**src/rtl/fdes_pkg.sv**
```systemverilog
// ----------------------------------------------------------------------------
// fdes_pkg: shared types and constants for the FAT directory entry scan
// Status codes, register indexes, pipeline structs and character helpers.
// ----------------------------------------------------------------------------
`default_nettype none

package fdes_pkg;

   localparam int NAME_CHARS      = 12;
   localparam int BASE_CHARS      = 8;
   localparam int EXT_CHARS       = 3;
   localparam int RAW_CHARS       = BASE_CHARS + EXT_CHARS;
   localparam int CSR_INDEX_WIDTH = 3;

   localparam logic [7:0] CHAR_END     = 8'h00;
   localparam logic [7:0] CHAR_KANJI   = 8'h05;
   localparam logic [7:0] CHAR_FREE    = 8'hE5;
   localparam logic [7:0] CHAR_SPACE   = 8'h20;
   localparam logic [7:0] CHAR_DOT     = 8'h2E;
   localparam logic [7:0] CHAR_LOWER_A = 8'h61;
   localparam logic [7:0] CHAR_LOWER_Z = 8'h7A;
   localparam logic [7:0] CASE_OFFSET  = 8'h20;

   localparam logic [7:0] ATTR_VOLUME_ID = 8'h08;
   localparam logic [3:0] ATTR_LONG_NAME = 4'hF;

   typedef enum logic [2:0] {
      STATUS_SKIPPED  = 3'd0,
      STATUS_LIVE     = 3'd1,
      STATUS_FOUND    = 3'd2,
      STATUS_END      = 3'd3,
      STATUS_FINISHED = 3'd4
   } status_type;

   typedef enum logic [CSR_INDEX_WIDTH-1:0] {
      CSR_MODE               = 3'd0,
      CSR_TARGET_INDEX       = 3'd1,
      CSR_TARGET_NAME_LOW    = 3'd2,
      CSR_TARGET_NAME_HIGH   = 3'd3,
      CSR_TARGET_NAME_LENGTH = 3'd4
   } csr_reg_type;

   typedef struct packed {
      logic        mode;
      logic [15:0] target_index;
      logic [63:0] target_name_low;
      logic [31:0] target_name_high;
      logic [3:0]  target_name_length;
   } cfg_type;

   // per-byte lane findings
   typedef struct packed {
      logic [7:0] dchar;
      logic       illegal;
      logic       space;
   } lane_type;

   // classified entry, between the front stage and the select stage
   typedef struct packed {
      logic        valid;
      logic        first_of_scan;
      logic        end_dir;
      logic        skip;
      logic        name_match;
      logic [31:0] entry_number;
      logic [63:0] decoded_low;
      logic [31:0] decoded_high;
      logic [3:0]  decoded_length;
   } s1_type;

   typedef struct packed {
      status_type  status;
      logic [31:0] entry_number;
      logic [63:0] decoded_low;
      logic [31:0] decoded_high;
      logic [3:0]  decoded_length;
   } rsp_type;

   function automatic logic [7:0] fold_case(input logic [7:0] c);
      logic [7:0] r;
      r = c;
      if (c >= CHAR_LOWER_A && c <= CHAR_LOWER_Z) begin
         r = c - CASE_OFFSET;
      end
      return r;
   endfunction

endpackage

`default_nettype wire

```
**src/rtl/fdes_req_if.sv**
```systemverilog
// ----------------------------------------------------------------------------
// fdes_req_if: directory entry input channel
// Valid/ready channel carrying one raw 32-byte entry's relevant fields.
// ----------------------------------------------------------------------------
`default_nettype none

interface fdes_req_if;
   logic        valid;
   logic        ready;
   logic        first_of_scan;
   logic [63:0] name_base;
   logic [23:0] name_extension;
   logic [7:0]  attributes;
   logic [47:0] sector_address;
   logic [3:0]  slot;

   modport source (output valid, first_of_scan, name_base, name_extension, attributes,
                   sector_address, slot, input ready);
   modport sink (input valid, first_of_scan, name_base, name_extension, attributes,
                 sector_address, slot, output ready);
endinterface

`default_nettype wire

```
**src/rtl/fdes_rsp_if.sv**
```systemverilog
// ----------------------------------------------------------------------------
// fdes_rsp_if: classification result channel
// Valid/ready channel carrying status, entry number and decoded 8.3 name.
// ----------------------------------------------------------------------------
`default_nettype none

interface fdes_rsp_if;
   logic        valid;
   logic        ready;
   logic [2:0]  status;
   logic [31:0] entry_number;
   logic [63:0] decoded_low;
   logic [31:0] decoded_high;
   logic [3:0]  decoded_length;

   modport source (output valid, status, entry_number, decoded_low, decoded_high,
                   decoded_length, input ready);
   modport sink (input valid, status, entry_number, decoded_low, decoded_high,
                 decoded_length, output ready);
endinterface

`default_nettype wire

```
**src/rtl/fdes_csr_if.sv**
```systemverilog
// ----------------------------------------------------------------------------
// fdes_csr_if: configuration write channel
// Valid/ready channel carrying a register index and write data.
// ----------------------------------------------------------------------------
`default_nettype none

interface fdes_csr_if;
   logic        valid;
   logic        ready;
   logic [2:0]  index;
   logic [63:0] data;

   modport source (output valid, index, data, input ready);
   modport sink (input valid, index, data, output ready);
endinterface

`default_nettype wire

```
**src/rtl/fdes_lane.sv**
```systemverilog
// ----------------------------------------------------------------------------
// fdes_lane: per-byte name character check
// Flags illegal short-name bytes and spaces, maps a leading 0x05 to 0xE5.
// ----------------------------------------------------------------------------
`default_nettype none

module fdes_lane #(
   parameter bit LEAD = 1'b0
) (
   input  wire logic [7:0]       byte_in,
   output fdes_pkg::lane_type    lane_out
);

   logic [7:0] c;

   always_comb begin
      c = byte_in;
      if (LEAD && byte_in == fdes_pkg::CHAR_KANJI) begin
         c = fdes_pkg::CHAR_FREE;
      end
      lane_out.dchar   = c;
      lane_out.space   = (byte_in == fdes_pkg::CHAR_SPACE);
      // control codes and " * + , . / : ; < = > ? [ \ ] |
      lane_out.illegal = (c < fdes_pkg::CHAR_SPACE) ||
                         (c inside {8'h22, 8'h2A, 8'h2B, 8'h2C, 8'h2E, 8'h2F,
                                    8'h3A, 8'h3B, 8'h3C, 8'h3D, 8'h3E, 8'h3F,
                                    8'h5B, 8'h5C, 8'h5D, 8'h7C});
   end

endmodule

`default_nettype wire

```
**src/rtl/fdes_classify.sv**
```systemverilog
// ----------------------------------------------------------------------------
// fdes_classify: front stage, byte lanes and merge
// Eleven byte lanes feed a merge that trims, decodes and matches the name;
// the result is registered for the select stage.
// ----------------------------------------------------------------------------
`default_nettype none

module fdes_classify #(
   parameter int ENTRIES_PER_SECTOR = 16
) (
   input  wire logic              clock,
   input  wire logic              reset,
   fdes_req_if.sink               req,
   input  wire fdes_pkg::cfg_type cfg,
   input  wire logic              take,
   output fdes_pkg::s1_type       s1
);

   localparam logic [31:0] EPS = 32'(ENTRIES_PER_SECTOR);

   fdes_pkg::lane_type lanes [fdes_pkg::RAW_CHARS];
   logic [7:0]  raw [fdes_pkg::RAW_CHARS];
   logic [7:0]  dec [fdes_pkg::NAME_CHARS];
   logic [7:0]  want [fdes_pkg::NAME_CHARS];
   logic [3:0]  stem_len;
   logic [1:0]  ext_len;
   logic [3:0]  name_len;
   logic        any_illegal;
   logic        skip;
   logic        match;
   logic [63:0] dec_low;
   logic [31:0] dec_high;
   logic [31:0] entry_number;
   logic        load;

   fdes_pkg::s1_type s1_ff, s1_in;
   logic             valid_ff, valid_in;

   genvar g;
   generate
      for (g = 0; g < fdes_pkg::RAW_CHARS; g++) begin : g_lane
         if (g < fdes_pkg::BASE_CHARS) begin : g_base
            assign raw[g] = req.name_base[8*g +: 8];
         end else begin : g_ext
            assign raw[g] = req.name_extension[8*(g-fdes_pkg::BASE_CHARS) +: 8];
         end
         fdes_lane #(.LEAD(g == 0)) u_lane (
            .byte_in  (raw[g]),
            .lane_out (lanes[g])
         );
      end
   endgenerate

   always_comb begin
      stem_len = '0;
      for (int i = 0; i < fdes_pkg::BASE_CHARS; i++) begin
         if (!lanes[i].space) stem_len = 4'(i + 1);
      end
      ext_len = '0;
      for (int i = 0; i < fdes_pkg::EXT_CHARS; i++) begin
         if (!lanes[fdes_pkg::BASE_CHARS + i].space) ext_len = 2'(i + 1);
      end
      name_len = (ext_len != 2'd0) ? 4'(stem_len + 4'd1 + 4'(ext_len)) : stem_len;

      any_illegal = 1'b0;
      for (int i = 0; i < fdes_pkg::RAW_CHARS; i++) begin
         any_illegal = any_illegal | lanes[i].illegal;
      end
      skip = (raw[0] == fdes_pkg::CHAR_FREE) ||
             (req.attributes[3:0] == fdes_pkg::ATTR_LONG_NAME) ||
             ((req.attributes & fdes_pkg::ATTR_VOLUME_ID) != 8'h00) ||
             (raw[0] != fdes_pkg::CHAR_DOT && any_illegal);

      // base characters first, then the dot and extension right after them
      for (int p = 0; p < fdes_pkg::NAME_CHARS; p++) begin
         dec[p] = 8'h00;
      end
      for (int p = 0; p < fdes_pkg::BASE_CHARS; p++) begin
         if (4'(p) < stem_len) dec[p] = lanes[p].dchar;
      end
      for (int p = 0; p < fdes_pkg::NAME_CHARS; p++) begin
         if (ext_len != 2'd0 && 4'(p) == stem_len) dec[p] = fdes_pkg::CHAR_DOT;
         for (int j = 0; j < fdes_pkg::EXT_CHARS; j++) begin
            if (2'(j) < ext_len && 5'(p) == 5'(stem_len) + 5'(j + 1)) begin
               dec[p] = raw[fdes_pkg::BASE_CHARS + j];
            end
         end
      end

      for (int p = 0; p < fdes_pkg::BASE_CHARS; p++) begin
         want[p] = cfg.target_name_low[8*p +: 8];
      end
      for (int p = 0; p < fdes_pkg::NAME_CHARS - fdes_pkg::BASE_CHARS; p++) begin
         want[fdes_pkg::BASE_CHARS + p] = cfg.target_name_high[8*p +: 8];
      end
      match = (cfg.target_name_length == name_len);
      for (int p = 0; p < fdes_pkg::NAME_CHARS; p++) begin
         if (4'(p) < name_len &&
             fdes_pkg::fold_case(dec[p]) != fdes_pkg::fold_case(want[p])) begin
            match = 1'b0;
         end
      end

      for (int p = 0; p < fdes_pkg::BASE_CHARS; p++) begin
         dec_low[8*p +: 8] = dec[p];
      end
      for (int p = 0; p < fdes_pkg::NAME_CHARS - fdes_pkg::BASE_CHARS; p++) begin
         dec_high[8*p +: 8] = dec[fdes_pkg::BASE_CHARS + p];
      end

      // only the low 32 bits of the sector reach the result
      entry_number = 32'(req.sector_address[31:0] * EPS) + 32'(req.slot);
   end

   assign req.ready = !valid_ff || take;
   assign load      = req.valid && req.ready;

   always_comb begin
      s1_in                = s1_ff;
      valid_in             = valid_ff;
      if (take) valid_in   = 1'b0;
      if (load) begin
         valid_in              = 1'b1;
         s1_in.valid           = 1'b1;
         s1_in.first_of_scan   = req.first_of_scan;
         s1_in.end_dir         = (raw[0] == fdes_pkg::CHAR_END);
         s1_in.skip            = skip;
         s1_in.name_match      = match;
         s1_in.entry_number    = entry_number;
         s1_in.decoded_low     = dec_low;
         s1_in.decoded_high    = dec_high;
         s1_in.decoded_length  = name_len;
      end
   end

   always_ff @(posedge clock) begin
      if (reset) begin
         valid_ff <= 1'b0;
      end else begin
         valid_ff <= valid_in;
      end
   end

   always_ff @(posedge clock) begin
      s1_ff <= s1_in;
   end

   always_comb begin
      s1       = s1_ff;
      s1.valid = valid_ff;
   end

endmodule

`default_nettype wire

```
**src/rtl/fdes_select.sv**
```systemverilog
// ----------------------------------------------------------------------------
// fdes_select: scan state and result register
// Applies live count and finished flag to each classified entry, picks the
// wanted entry and holds the result until the consumer takes it.
// ----------------------------------------------------------------------------
`default_nettype none

module fdes_select #(
   parameter int COUNT_WIDTH = 16
) (
   input  wire logic              clock,
   input  wire logic              reset,
   input  wire fdes_pkg::s1_type  s1,
   input  wire fdes_pkg::cfg_type cfg,
   output logic                   take,
   fdes_rsp_if.source             rsp
);

   logic [COUNT_WIDTH-1:0] live_count_ff, live_count_in;
   logic                   finished_ff, finished_in;
   logic                   rsp_valid_ff, rsp_valid_in;
   fdes_pkg::rsp_type      rsp_ff, rsp_in;

   logic [COUNT_WIDTH-1:0] count_eff;
   logic                   finished_eff;
   logic                   chosen;

   assign take = s1.valid && (!rsp_valid_ff || rsp.ready);

   always_comb begin
      count_eff    = s1.first_of_scan ? '0 : live_count_ff;
      finished_eff = s1.first_of_scan ? 1'b0 : finished_ff;
      chosen       = cfg.mode ? (33'(count_eff) == 33'(cfg.target_index)) : s1.name_match;

      live_count_in = live_count_ff;
      finished_in   = finished_ff;
      rsp_in        = rsp_ff;
      rsp_valid_in  = rsp_valid_ff;
      if (rsp.ready) rsp_valid_in = 1'b0;

      if (take) begin
         rsp_valid_in          = 1'b1;
         rsp_in.entry_number   = s1.entry_number;
         rsp_in.decoded_low    = '0;
         rsp_in.decoded_high   = '0;
         rsp_in.decoded_length = '0;
         live_count_in         = count_eff;
         finished_in           = finished_eff;
         if (finished_eff) begin
            rsp_in.status       = fdes_pkg::STATUS_FINISHED;
            rsp_in.entry_number = '0;
         end else if (s1.end_dir) begin
            rsp_in.status = fdes_pkg::STATUS_END;
            finished_in   = 1'b1;
         end else if (s1.skip) begin
            rsp_in.status = fdes_pkg::STATUS_SKIPPED;
         end else begin
            rsp_in.status         = chosen ? fdes_pkg::STATUS_FOUND : fdes_pkg::STATUS_LIVE;
            rsp_in.decoded_low    = s1.decoded_low;
            rsp_in.decoded_high   = s1.decoded_high;
            rsp_in.decoded_length = s1.decoded_length;
            finished_in           = chosen;
            live_count_in         = COUNT_WIDTH'(count_eff + 1'b1);
         end
      end
   end

   always_ff @(posedge clock) begin
      if (reset) begin
         live_count_ff <= '0;
         finished_ff   <= 1'b0;
         rsp_valid_ff  <= 1'b0;
      end else begin
         live_count_ff <= live_count_in;
         finished_ff   <= finished_in;
         rsp_valid_ff  <= rsp_valid_in;
      end
   end

   always_ff @(posedge clock) begin
      rsp_ff <= rsp_in;
   end

   assign rsp.valid          = rsp_valid_ff;
   assign rsp.status         = rsp_ff.status;
   assign rsp.entry_number   = rsp_ff.entry_number;
   assign rsp.decoded_low    = rsp_ff.decoded_low;
   assign rsp.decoded_high   = rsp_ff.decoded_high;
   assign rsp.decoded_length = rsp_ff.decoded_length;

endmodule

`default_nettype wire

```
**src/rtl/fat_directory_entry_scan.sv**
```systemverilog
// ----------------------------------------------------------------------------
// fat_directory_entry_scan: FAT 8.3 directory entry classifier
// Classifies one directory entry per transaction, decodes live 8.3 names and
// reports the entry chosen by name lookup or by live index.
// ----------------------------------------------------------------------------
//  channel  dir  carries
//  req_ch   in   first_of_scan, name_base, name_extension, attributes,
//                sector_address, slot
//  rsp_ch   out  status, entry_number, decoded_low, decoded_high, decoded_length
//  csr_ch   in   index, data (register write, always ready)
//
//  One transaction per cycle while the output is not stalled.
//  Byte lanes and name merge fill the front register; the select stage
//  updates live count / finished flag and loads the output register.
//  Reset clears both valid bits, the scan state and the config register.
//  A stalled output holds the front stage, which then drops req_ch.ready.
// ----------------------------------------------------------------------------
`default_nettype none

module fat_directory_entry_scan #(
   parameter int ENTRIES_PER_SECTOR = 16,
   parameter int COUNT_WIDTH        = 16
) (
   input  wire logic  clock,
   input  wire logic  reset,
   fdes_req_if.sink   req_ch,
   fdes_rsp_if.source rsp_ch,
   fdes_csr_if.sink   csr_ch
);

   fdes_pkg::cfg_type cfg_ff, cfg_in;
   fdes_pkg::s1_type  s1;
   logic              take;

   assign csr_ch.ready = 1'b1;

   always_comb begin
      cfg_in = cfg_ff;
      if (csr_ch.valid) begin
         case (csr_ch.index)
            fdes_pkg::CSR_MODE:               cfg_in.mode = csr_ch.data[0];
            fdes_pkg::CSR_TARGET_INDEX:       cfg_in.target_index = csr_ch.data[15:0];
            fdes_pkg::CSR_TARGET_NAME_LOW:    cfg_in.target_name_low = csr_ch.data;
            fdes_pkg::CSR_TARGET_NAME_HIGH:   cfg_in.target_name_high = csr_ch.data[31:0];
            fdes_pkg::CSR_TARGET_NAME_LENGTH: cfg_in.target_name_length = csr_ch.data[3:0];
            default: cfg_in = cfg_ff;
         endcase
      end
   end

   always_ff @(posedge clock) begin
      if (reset) begin
         cfg_ff <= '0;
      end else begin
         cfg_ff <= cfg_in;
      end
   end

   fdes_classify #(
      .ENTRIES_PER_SECTOR (ENTRIES_PER_SECTOR)
   ) u_classify (
      .clock (clock),
      .reset (reset),
      .req   (req_ch),
      .cfg   (cfg_ff),
      .take  (take),
      .s1    (s1)
   );

   fdes_select #(
      .COUNT_WIDTH (COUNT_WIDTH)
   ) u_select (
      .clock (clock),
      .reset (reset),
      .s1    (s1),
      .cfg   (cfg_ff),
      .take  (take),
      .rsp   (rsp_ch)
   );

endmodule

`default_nettype wire
```
**src/flat_wrapper.sv**
```systemverilog
// flat-port wrapper written by rule: the top's interface ports become plain ports
module fat_directory_entry_scan_flat 
#(
   parameter int ENTRIES_PER_SECTOR = 16,
   parameter int COUNT_WIDTH        = 16
)
  (clock, reset, req_ch_valid, req_ch_first_of_scan, req_ch_name_base, req_ch_name_extension, req_ch_attributes, req_ch_sector_address, req_ch_slot, req_ch_ready, rsp_ch_valid, rsp_ch_status, rsp_ch_entry_number, rsp_ch_decoded_low, rsp_ch_decoded_high, rsp_ch_decoded_length, rsp_ch_ready, csr_ch_valid, csr_ch_index, csr_ch_data, csr_ch_ready);
  fdes_req_if req_ch_i ();
  fdes_rsp_if rsp_ch_i ();
  fdes_csr_if csr_ch_i ();
  input  wire logic clock;
  input  wire logic reset;
  input wire logic [$bits(req_ch_i.valid)-1:0] req_ch_valid;
  input wire logic [$bits(req_ch_i.first_of_scan)-1:0] req_ch_first_of_scan;
  input wire logic [$bits(req_ch_i.name_base)-1:0] req_ch_name_base;
  input wire logic [$bits(req_ch_i.name_extension)-1:0] req_ch_name_extension;
  input wire logic [$bits(req_ch_i.attributes)-1:0] req_ch_attributes;
  input wire logic [$bits(req_ch_i.sector_address)-1:0] req_ch_sector_address;
  input wire logic [$bits(req_ch_i.slot)-1:0] req_ch_slot;
  output wire logic [$bits(req_ch_i.ready)-1:0] req_ch_ready;
  output wire logic [$bits(rsp_ch_i.valid)-1:0] rsp_ch_valid;
  output wire logic [$bits(rsp_ch_i.status)-1:0] rsp_ch_status;
  output wire logic [$bits(rsp_ch_i.entry_number)-1:0] rsp_ch_entry_number;
  output wire logic [$bits(rsp_ch_i.decoded_low)-1:0] rsp_ch_decoded_low;
  output wire logic [$bits(rsp_ch_i.decoded_high)-1:0] rsp_ch_decoded_high;
  output wire logic [$bits(rsp_ch_i.decoded_length)-1:0] rsp_ch_decoded_length;
  input wire logic [$bits(rsp_ch_i.ready)-1:0] rsp_ch_ready;
  input wire logic [$bits(csr_ch_i.valid)-1:0] csr_ch_valid;
  input wire logic [$bits(csr_ch_i.index)-1:0] csr_ch_index;
  input wire logic [$bits(csr_ch_i.data)-1:0] csr_ch_data;
  output wire logic [$bits(csr_ch_i.ready)-1:0] csr_ch_ready;
  assign req_ch_i.valid = req_ch_valid;
  assign req_ch_i.first_of_scan = req_ch_first_of_scan;
  assign req_ch_i.name_base = req_ch_name_base;
  assign req_ch_i.name_extension = req_ch_name_extension;
  assign req_ch_i.attributes = req_ch_attributes;
  assign req_ch_i.sector_address = req_ch_sector_address;
  assign req_ch_i.slot = req_ch_slot;
  assign req_ch_ready = req_ch_i.ready;
  assign rsp_ch_valid = rsp_ch_i.valid;
  assign rsp_ch_status = rsp_ch_i.status;
  assign rsp_ch_entry_number = rsp_ch_i.entry_number;
  assign rsp_ch_decoded_low = rsp_ch_i.decoded_low;
  assign rsp_ch_decoded_high = rsp_ch_i.decoded_high;
  assign rsp_ch_decoded_length = rsp_ch_i.decoded_length;
  assign rsp_ch_i.ready = rsp_ch_ready;
  assign csr_ch_i.valid = csr_ch_valid;
  assign csr_ch_i.index = csr_ch_index;
  assign csr_ch_i.data = csr_ch_data;
  assign csr_ch_ready = csr_ch_i.ready;
  fat_directory_entry_scan #(.ENTRIES_PER_SECTOR(ENTRIES_PER_SECTOR), .COUNT_WIDTH(COUNT_WIDTH)) u_core (.clock(clock), .reset(reset), .req_ch(req_ch_i), .rsp_ch(rsp_ch_i), .csr_ch(csr_ch_i));
endmodule
```
**config.mk**
```make
export PLATFORM = sky130hd
export DESIGN_NAME = fat_directory_entry_scan_flat
export DESIGN_NICKNAME = d
export VERILOG_FILES = /design/src/rtl/fdes_pkg.sv /design/src/rtl/fdes_req_if.sv /design/src/rtl/fdes_rsp_if.sv /design/src/rtl/fdes_csr_if.sv /design/src/rtl/fdes_lane.sv /design/src/rtl/fdes_classify.sv /design/src/rtl/fdes_select.sv /design/src/rtl/fat_directory_entry_scan.sv /design/src/flat_wrapper.sv
export SDC_FILE = /design/constraint.sdc
export NUM_CORES = 1
export LEC_CHECK = 0
export BUFFER_PORTS_ARGS = -buffer_cell sky130_fd_sc_hd__buf_2
export CORE_UTILIZATION = 45
export CTS_CLUSTER_SIZE = 20
export DETAILED_ROUTE_END_ITERATION = 8
export PLACE_DENSITY = 0.66
export SYNTH_ARGS = -nofsm -noshare
export SYNTH_HDL_FRONTEND = slang
export SYNTH_SLANG_ARGS = --single-unit
export TNS_END_PERCENT = 20
```
**constraint.sdc**
```tcl
create_clock -name clock -period 15.6 [get_ports clock]
set_input_delay 3.12 -clock clock [delete_from_list [all_inputs] [get_ports clock]]
set_output_delay 3.12 -clock clock [all_outputs]
set_load 0.03 [all_outputs]
```
==> impl_metrics.json <==
{
  "drive_gt1_share_pct": 17.9,
  "synth-seq-cells": 407,
  "worstHoldStart": "u_core.cfg_ff[90]",
  "drtPass1Iterations": 6,
  "synth_top_area_share_pct": 35.5,
  "place_congestion": 0.979,
  "hold_path_class": "reg -> reg",
  "netSwitchingFraction_pct": 26.1,
  "io_buffers": 330,
  "rr_endpoint": "u_core.u_classify.s1[132]",
  "grt_max_degree": 107,
  "startpoint_type": "input pin",
  "slowest_stage": "nor4_1",
  "rr_startpoint": "u_core.cfg_ff[84]",
  "crit_fanout": 11,
  "hold_viol": 0,
  "hold_path_end": "u_core.cfg_ff[90]",
  "wl_per_cell_um": 23.6,
  "required_ps": 16010,
  "gr-usage-met3_pct": 6.90,
  "dpl.hpwl_um": 58900,
  "avgViaCountPerCell": 6.02,
  "num_vias": 20881,
  "worstPathCellList": "buf_2, nor4_1, and4_1, o21ai_2, nand2_1, inv_1, ha_1, inv_1, nand3_1, o31ai_1, nand4_2, o211ai_1, nor3_1, a211o_1, nor3_1, mux2_2, a211oi_1, nand4_1, or3_1, a2111oi_2",
  "clock_latency_ps": 610,
  "ios": 359,
  "postCtsSetupRepairBufs": 0,
  "synth_area_per_cell_um2": 9.23,
  "drv_cap": 0,
  "slowest_delay_ps": 710,
  "switchingPower_w": 0.000667,
  "min_period_ps": 10240,
  "overflow": 0,
  "final_max_slew_viol_count": 0,
  "arrival_ps": 10650,
  "clk_pin_slew_ps": 60,
  "p_int_w": 0.00189,
  "syn_nets": 2734,
  "setup_ws_ps": 5360,
  "synth_warnings": 0,
  "finClkSkew_ps": 40.8,
  "finalSetupViolations": 0,
  "tightest_slew_ps": 1140,
  "drt-total-wl_um": 81700,
  "synth_common_cells": "404 x nand2_1, 271 x edfxtp_1, 216 x a21oi_1",
  "die_area_um2": 51800,
  "grt_pass1_vias": 20087,
  "yosysMostFrequentCell": "nand2_1",
  "rrSetupSlack_ps": 11690,
  "cts_root_buffer": "clkbuf_16",
  "drt_iter0_drc": 1945,
  "relSlewSlack_pct": 23.2,
  "syn_area_um2": 22900,
  "synth.distinct_cells": 106,
  "core_area_um2": 50200,
  "path_class": "in -> reg",
  "nFillCells": 4541,
  "synthTopCellsByArea": "edfxtp_1 36%, dfxtp_1 12%, nand2_1 6.6%",
  "setup_tns_ps": 0,
  "multi_input_area_um2": 11100,
  "leakage_nw": 9.76,
  "p_comb_share_pct": 11.8,
  "fp-row-count": 82,
  "cp-end-kind": "flop",
  "use_met1_pct": 39.5,
  "outcome": "finished clean",
  "cts_tree": "done",
  "seqPwrFrac_pct": 47.6,
  "die_x_um": 228,
  "seq_area_um2": 10900,
  "initial_core_util_pct": 45.7,
  "clockPowerShare_pct": 40.6,
  "track_usage_pct": 31.3,
  "clock-sinks": 407,
  "grt_pass1_wl_um": 121000,
  "grtUsageMet2_pct": 51.0,
  "yosysSeqAreaShare_pct": 47.4,
  "synth_area_leader_cell": "edfxtp_1",
  "syn_to_final_growth_pct": 16.1,
  "grt_busiest_layer": "met2",
  "antenna_found_initial": 9,
  "cts_resized": 0,
  "grt_setup_unrepaired": "false",
  "cts_buffers": 44,
  "power_density_nw_per_um2": 96.0,
  "clk_path_buf_depth": 3,
  "period_share_pct": 65.7,
  "htreeDepth": 2,
  "synth_ff_type": "edfxtp_1",
  "holdPathStages": 2,
  "async_flop_share_pct": 0,
  "cts.hold.buffers_added": 0,
  "ir_drop_uv": 72.2,
  "nNetsFinal": 3011,
  "dieHeight_um": 228,
  "timing.fmax_ghz": 0.0976,
  "synth_edf_count": 271,
  "rr_worst_depth": 13,
  "drcViolationCount": 0,
  "preCtsSetupSlack_ps": 4930,
  "ant_nets": 0,
  "postSynthCellCount": 2482
}
-- layout make-up --
| type | count | area share, % |
|---|---|---|
| multi-input combinational | 1831 | 41.9 |
| inverter | 116 | 1.66 |
| clock inverter | 16 | 0.677 |
| tap | 672 | 3.16 |
| antenna | 5 | 0.0470 |
| sequential | 407 | 40.8 |
| clock buffer | 64 | 4.73 |
| timing repair buffer | 359 | 7.04 |
-- cell families (layout without fill, tap and decap cells) --
| kind of cell | Yosys count | count (layout) | synth area share (%) |
|---|---|---|---|
| AOI/OAI and AO/OA | 583 | 583 | 17.2 |
| xor gates and xnor gates | 119 | 119 | 4.55 |
| adders and majority gates | 31 | 31 | 1.73 |
| buffers and inverters | 244 | 555 | 4.14 |
| DFF | 407 | 407 | 47.4 |
| muxes | 32 | 32 | 1.46 |
| other | 1 | 6 | 0.0164 |
| and+or+nand+nor | 1065 | 1065 | 23.5 |
-- worst max path at each step --
stage / cells after the start / startpoint / slack, ps / endpoint
after global placement: 20 / req_ch_name_base[41] / 5010 / u_core.u_classify.s1[132]
after CTS: 20 / req_ch_name_base[41] / 5560 / u_core.u_classify.s1[132]
after floorplan: 26 / req_ch_name_base[38] / 7000 / u_core.u_classify.s1[132]
after global routing: 26 / req_ch_name_base[27] / 5020 / u_core.u_classify.s1[132]
final: 20 / req_ch_name_base[41] / 5360 / u_core.u_classify.s1[132]
after detailed placement: 20 / req_ch_name_base[41] / 4930 / u_core.u_classify.s1[132]
-- flip-flops by register name, indices dropped and copies added (netlist names) --
| name | count |
|---|---|
| u_core.u_select.rsp.decoded_length | 4 |
| u_core.u_select.rsp.entry_number | 32 |
| u_core.u_classify.valid_ff | 1 |
| u_core.u_classify.s1 | 136 |
| u_core.cfg_ff | 117 |
| u_core.u_select.rsp.valid | 1 |
| u_core.u_select.rsp.decoded_high | 32 |
| u_core.u_select.rsp.decoded_low | 64 |
| u_core.u_select.rsp.status | 3 |
| u_core.u_select.live_count_ff | 16 |
| u_core.u_select.finished_ff | 1 |
-- worst max-delay path, delay by kind of cell --
kind                     cells  cell delay [ps]
buffers and inverters        3              510
multiplexers                 1              360
adder cells (fa/ha/maj)      1              280
AO/OA/AOI/OAI                6             2840
AND/OR/NAND/NOR              9             3530
-- power by group through the flow --
| stage | sequential (W) | clock (W) | combinational (W) |
|---|---|---|---|
| floorplan | 0.00127 | 0 | 0.000141 |
| global placement | 0.00124 | 0 | 0.000290 |
| detailed placement | 0.00124 | 0 | 0.000295 |
| CTS | 0.00122 | 0.00106 | 0.000297 |
| global route | 0.00122 | 0.00110 | 0.000322 |
| finish | 0.00121 | 0.00104 | 0.000301 |
-- stage by stage --
stage	total power, W	instances	utilization (%)	cell area (um2)	hold slack (ps)
after floorplan	0.00141	2482	-	22900	436
after global placement	0.00153	3385	50.1	25200	449
after detailed placement	0.00153	3385	50.1	25200	452
after CTS	0.00257	3465	53.0	26600	460
after global routing	0.00264	3468	53.0	26600	486
final	0.00255	3470	53.0	26600	457
-- cells in the final DEF, fill, tap and decap left out, types with 8 or more instances in the layout --
master,count
buf_4,30
nand3_1,50
nor4_1,45
mux2_2,8
clkbuf_16,45
mux2i_1,23
nor4b_1,11
xor2_1,41
buf_2,329
ha_1,30
o211ai_1,19
or4_1,10
a32o_1,9
nand2_1,404
and4_1,8
a31oi_1,25
inv_1,113
and2_1,115
o32ai_1,9
o22ai_1,8
nand2b_1,20
clkbuf_1,13
a32oi_1,11
nor2b_1,47
xnor2_1,78
a211oi_1,30
a22oi_1,22
nor2_1,141
a211o_1,13
and3_1,14
or3_1,17
a22o_1,8
o21ai_0,74
dfxtp_1,136
nand4_1,32
edfxtp_1,271
a21oi_1,216
nor3_1,87
a21o_1,15
-- metal layers --
layer	vias up	share of wire, %
li1	9602	-
met1	10020	40
met2	1035	46
met3	218	9.0
met4	6	4.7
met5	-	0.049
(Power assumes the default switching activity.)
